### src/hw/rtl/lbh_pkg.sv
// Package for the latency bucket histogram: beat structs, operation codes
// and the fixed bucket bounds in nanoseconds.
// Depends on nothing; used by every module in hw/rtl.
package lbh_pkg;

  // Operation codes carried in the request beat.
  localparam logic [1:0] OP_OBSERVE = 2'd0;
  localparam logic [1:0] OP_CLEAR   = 2'd1;
  localparam logic [1:0] OP_READ    = 2'd2;
  // The spare code behaves as a read.
  localparam logic [1:0] OP_SPARE   = 2'd3;

  // Number of finite upper bounds in the bound table.
  localparam int unsigned BOUND_COUNT = 11;

  // Finite upper bounds; a sample equal to a bound falls in that bucket.
  localparam logic [63:0] BOUND_NS [BOUND_COUNT] = '{
    64'd100000,
    64'd250000,
    64'd500000,
    64'd1000000,
    64'd2500000,
    64'd5000000,
    64'd10000000,
    64'd25000000,
    64'd50000000,
    64'd100000000,
    64'd250000000
  };

  // Request beat.
  typedef struct packed {
    logic [1:0]  operation;
    logic [63:0] latency_ns;
    logic [3:0]  bucket_index;
  } req_t;

  // Result beat.
  typedef struct packed {
    logic [3:0]  bucket_hit;
    logic [63:0] bucket_count;
    logic [63:0] cumulative_count;
    logic [63:0] total_sum;
    logic [63:0] total_count;
  } res_t;

  // Control of the registered request as it reaches the counter bank.
  typedef struct packed {
    logic       valid;
    logic [1:0] op;
  } ctl_t;

  // Upper bound of bucket i; buckets past the table take the largest value.
  function automatic logic [63:0] bound_of(input int unsigned i);
    logic [63:0] b;
    b = '1;
    for (int unsigned j = 0; j < BOUND_COUNT; j++) begin
      if (j == i) begin
        b = BOUND_NS[j];
      end
    end
    return b;
  endfunction

endpackage

### src/hw/rtl/lbh_classify.sv
// Bucket classifier: compares a sample against every bound in parallel and
// saturates the requested bucket index. Depends on lbh_pkg.
module lbh_classify import lbh_pkg::*; #(
  parameter int unsigned BUCKETS = 12,
  parameter int unsigned IDX_W   = 4
) (
  input  logic [63:0]      latency_ns,
  input  logic [3:0]       bucket_index,
  output logic [IDX_W-1:0] hit,
  output logic [IDX_W-1:0] sel
);

  // First bucket whose bound the sample does not exceed, else overflow.
  always_comb begin
    hit = IDX_W'(BUCKETS - 1);
    for (int i = int'(BUCKETS) - 2; i >= 0; i--) begin
      if (latency_ns <= bound_of(i)) begin
        hit = IDX_W'(i);
      end
    end
  end

  // Out-of-range indexes address the overflow bucket.
  always_comb begin
    if (32'(bucket_index) >= BUCKETS) begin
      sel = IDX_W'(BUCKETS - 1);
    end else begin
      sel = IDX_W'(bucket_index);
    end
  end

endmodule

### config.mk
export PLATFORM = sky130hd
export DESIGN_NAME = lbh_classify
export DESIGN_NICKNAME = d
export VERILOG_FILES = /design/src/hw/rtl/lbh_pkg.sv /design/src/hw/rtl/lbh_classify.sv
export SDC_FILE = /design/constraint.sdc
export NUM_CORES = 1
export LEC_CHECK = 0
export BUFFER_PORTS_ARGS = -buffer_cell sky130_fd_sc_hd__buf_2
export CAP_MARGIN = 5
export CELL_PAD_IN_SITES_DETAIL_PLACEMENT = 1
export CELL_PAD_IN_SITES_GLOBAL_PLACEMENT = 2
export CORE_AREA = 2 2 77 79
export DETAILED_ROUTE_END_ITERATION = 8
export DIE_AREA = 0 0 79 81
export PLACE_DENSITY_LB_ADDON = 0.05
export SYNTH_ARGS = -nofsm -noshare
export SYNTH_HDL_FRONTEND = slang
export SYNTH_SLANG_ARGS = --single-unit
### constraint.sdc
create_clock -name vclk -period 6.01
set_clock_uncertainty 0.05 [all_clocks]
set_input_delay 0.601 -clock vclk [all_inputs]
set_output_delay 0.601 -clock vclk [all_outputs]
set_load 0.02 [all_outputs]
**Word-level counts from Yosys, hierarchy flattened**

Index checks and enable logic that the tools add are counted.

- Flip-flop bits (word level): 0
- Input bits: 68
- Output and inout bits: 8
- Logic and storage cells: 24

- $lt $le $gt $ge: 12
- Mux-type cells: 12

Operators with widths:

| cell | number |
|---|---|
| $le 64x17->1 const B | 1 |
| $le 64x18->1 const B | 1 |
| $le 64x19->1 const B | 1 |
| $le 64x20->1 const B | 1 |
| $le 64x22->1 const B | 1 |
| $le 64x23->1 const B | 1 |
| $le 64x24->1 const B | 1 |
| $le 64x25->1 const B | 1 |
| $le 64x26->1 const B | 1 |
| $le 64x27->1 const B | 1 |
| $le 64x28->1 const B | 1 |
| $mux 4 | 11 |
| $ge 4x4->1 const B | 1 |
| $mux 1 | 1 |

**Depth between registers and ports, before layout**

- Word-level depth: 12
- Mapped depth: 9
- Depth with buffers taken out: 7

**Least setup slack after synthesis**

Ideal clock, no wire load.

- Kind: input port to output port
- Start point: input port latency_ns[0]
- End point: output port hit[0]
- Arrival time: 2.721 ns
- Path slack: 2.638 ns
- Stages: 7
- Cell sequence: or4_4 > or3_4 > nand2b_4 > or4_1 > a311oi_1 > a31oi_1 > o211a_1

- Longest elaborated chain between the ends: 12

Ends and longest elaborated chain:

| what | line | text |
|---|---|---|
| start, declared | lbh_classify.sv:7 | `input logic [63:0] latency_ns,` |
| $le 64x28->1 | lbh_classify.sv:17 | `if (latency_ns <= bound_of(i)) begin` |
| $mux 1 | lbh_classify.sv:17 |  |
| $mux 4 (9 in series) | lbh_classify.sv:17 |  |
| $mux 4 * | lbh_classify.sv:17 |  |
| end, declared | lbh_classify.sv:9 | `output logic [IDX_W-1:0] hit,` |

Every way passes the cells marked *; elsewhere a longest branch is shown, timed or not.

**Worst setup path after layout**

Ends and elaborated chain as after synthesis.

==> reports/results.md <==
| Step | Item | Reported |
|:---|:---|:---|
| synth | Post-Synthesis Mean Instance Area | 6.039 um^2 |
| floorplan | Die Wd | 79 um |
| run | Number of maximum-capacitance violations | 0 |
| power and ir drop | Total Power | 83.92 uW |
| final layout | Area growth from synthesis to layout | 33.19% |
| final layout | Fraction of final layout cells sized beyond drive strength 1 | 32.41% |
| timing | Hold Vio Cnt, Final | 0 |
| floorplan | Num rows | 28 |
| worst setup path | Peak fanout along the critical path | 4 |
| worst setup path | Launching element type of the critical path | input pin |
| final layout | Total number of nets in the final design | 323 |
| grt | Largest net degree at the start of global routing | 19 |
| power and ir drop | Areal power density over the cells | 53.23 nW/um^2 |
| worst setup path | Critical path arrival | 3.06 ns |
| synth | Share of the synthesized area in the top cell type | 8.985% |
| drt | Detailed-route via count | 1859 |
| timing | Setup TNS Final | 0 ns |
| synth | Post-Synthesis Net Count | 264 |
| clock tree | Post-CTS sizing | 0 |
| grt | Global-route wire length before repair | 9.722 mm |
| placed design | Placer congestion estimate | 0.8130 |
| synth | Combined area of all synthesized cells | 1184 um^2 |
| final layout | Sequential cell count | 0 |
| hold path | Worst min path class | input pin to output port |
| floorplan | Core Box Area | 5675 um^2 |
| final layout | Number of clock buffer instances in the layout | 0 |
| hold path | Hold path endpoint | sel[3] |
| timing | Normalized max-slew margin | 55.34% |
| drt | Number of optimization iterations in the first detailed-route pass | 4 |
| final layout | Footprint of the multi-input gates | 1095 um^2 |
| final layout | Antenna diode count | 0 |
| grt | Number of global-route vias before repair | 1804 |
| grt | Total gr overflow | 0 |
| timing | RSZ-0062 raised after global routing | no |
| worst setup path | Max stage delay on crit path | 0.56 ns |
| final layout | Sequential Area | 0 um^2 |
| worst setup path | Number of buffers and inverters on the critical path | 2 |
| timing | Worst slew pin tran | 0.6637 ns |
| worst setup path | Most used cell along the critical path | buf_2 |
| floorplan | Total Die Area | 6399 um^2 |
| hold path | Cell depth of the worst hold path | 2 |
| drt | Remaining design rule violation count | 0 |
| timing | Peak clock frequency supported by timing | 269.3 MHz |
| run status | Run status | completed |
| timing | Setup violations, final | 0 |
| drt | Antenna-violating nets left | 0 |
| synth | Number of unique standard cell types used by synthesis | 47 |
| drt | Avg Vias per Cell | 5.668 |
| synth | Syn. warnings | 0 |
| synth | Sequential fraction of the synthesis area | 0% |
| power and ir drop | Maximum vdd drop | 28.02 uV |
| power and ir drop | Static power due to leakage | 0.0005780 uW |
| timing | Final cycle utilization of the critical path | 61.79% |
| synth | Post-synthesis cell type with the largest combined area | nor4_1 |
| final layout | Fill cell total of the finished layout | 771 |
| floorplan | Chip height | 81 um |
| placed design | Detailed-placement wirelength estimate | 4.845 mm |
| floorplan | Starting Density | 20.86% |
| worst setup path | Type of the setup path with the least slack | input pin to output port |
| drt | Mean routed wirelength per cell | 18.29 um |
| floorplan | I/O pin cnt | 76 |
| grt | Global router's overall resource usage | 18.58% |
| placed design | Port Buf Inserts | 76 |
| synth | Top cells by area in the synthesized netlist | nor4_1, nand4_1, nor2_1 |
| grt | Number of antenna violations at the first check in global routing | 0 |
| synth | Post-Syn Instances | 196 |
| timing | Slew Viols, Final | 0 |
| worst setup path | Category of cells accounting for the largest share of critical-path delay | simple AND/OR/NAND/NOR gates |
| worst setup path | Master of the slowest instance on the critical path | or4_4 |
| clock tree | Post-CTS setup buffers | 0 |
| drt | Wire length reported by the detailed router | 5.998 mm |
| worst setup path | Required time of the critical path | 5.36 ns |
| hold path | Hold path startpoint | bucket_index[3] |
| worst setup path | Critical path, cell by cell | buf_2, or4_4, or3_4, nand2b_4, or3_1, a2111oi_0, o21ai_0, o211a_1, buf_2 |
| worst setup path | Endpoint class of the critical path | output port |
| drt | DRC marker count from the first detailed-route iteration | 69 |
| timing | Tmin final | 3.714 ns |
| clock tree | Number of hold-repair buffers added at the cts stage | 0 |
-- cells by family (layout without fill, tap and decap cells) --
family | Yosys count | in the layout | synth area share [%]
mux | 1 | 1 | 0.8457
buf+inv | 21 | 78 | 7.506
simple gates | 116 | 116 | 56.98
compound gates | 58 | 58 | 34.67
-- metrics by stage --
step	cells	worst slack (ns)	hold WS (ns)	area (um^2)	utilization [%]
floorplan	196	2.638	1.230	1184	-
global placement	328	2.340	1.421	1577	27.78
detailed placement	328	2.299	1.420	1577	27.78
CTS	328	2.282	1.421	1577	27.78
global route	328	2.141	1.438	1577	27.78
finish	328	2.296	1.421	1577	27.78
-- how the worst max path moves through the flow --
stage / start / endpoint / slack, ns / depth (start not counted)
floorplan: latency_ns[0] / hit[0] / 2.64 / 7
global placement: latency_ns[0] / hit[0] / 2.34 / 9
detailed placement: latency_ns[0] / hit[0] / 2.30 / 9
CTS: latency_ns[0] / hit[0] / 2.28 / 9
global route: latency_ns[31] / hit[0] / 2.14 / 9
finish: latency_ns[0] / hit[0] / 2.30 / 9
-- layout make-up --
type,count,area share [%]
Tap cell,75,5.952
Timing Repair Buffer,76,24.13
Inverter,2,0.4762
Multi-Input combinational cell,175,69.44
-- synth_stat cells, types with 2 or more instances --
| master | instances |
|---|---|
| o21ai_0 | 13 |
| or4_1 | 3 |
| a21o_1 | 5 |
| nand3_1 | 7 |
| nor4b_1 | 3 |
| nor2b_1 | 5 |
| inv_1 | 2 |
| a311oi_1 | 2 |
| clkbuf_1 | 13 |
| and3_1 | 2 |
| or3_1 | 2 |
| o211a_1 | 2 |
| nand3b_1 | 2 |
| o31ai_1 | 3 |
| o211ai_1 | 3 |
| buf_2 | 5 |
| nor4_1 | 17 |
| and2_1 | 3 |
| nor3_1 | 11 |
| a31oi_1 | 5 |
| or2_2 | 2 |
| a2111oi_0 | 3 |
| nand2_1 | 13 |
| nor2_1 | 20 |
| nand4b_1 | 7 |
| a211oi_1 | 3 |
| nand4_1 | 13 |
| nand2b_1 | 2 |
| a21oi_1 | 7 |
-- layer usage --
layer / vias to the layer above / GRT usage, % / part of all wire, %
li1: 913 / - / -
met3: 2 / 1.444 / 6.1
met4: 0 / 1.034 / 0.58
met1: 888 / 26.75 / 50
met2: 56 / 31.69 / 44
met5: - / 0 / 0
-- power breakdown --
part           leakage [uW]  switching (uW)  internal (uW)
logic              0.000578            51.4           32.5
registers                 0               0              0
clock network             0               0              0
-- placed cells by master (no fill, tap or decap), types with 3 or more instances in the layout --
cell type  count
or4_1          3
nor3_1        11
and2_1         3
o211ai_1       3
a21o_1         5
buf_2         76
nand3_1        7
nor2_1        20
nand4b_1       7
a211oi_1       3
o31ai_1        3
nand2_1       13
nor4_1        17
nor4b_1        3
nand4_1       13
a21oi_1        7
o21ai_0       13
a31oi_1        5
a2111oi_0      3
nor2b_1        5
Note: power is estimated with default switching activity, not from simulation.
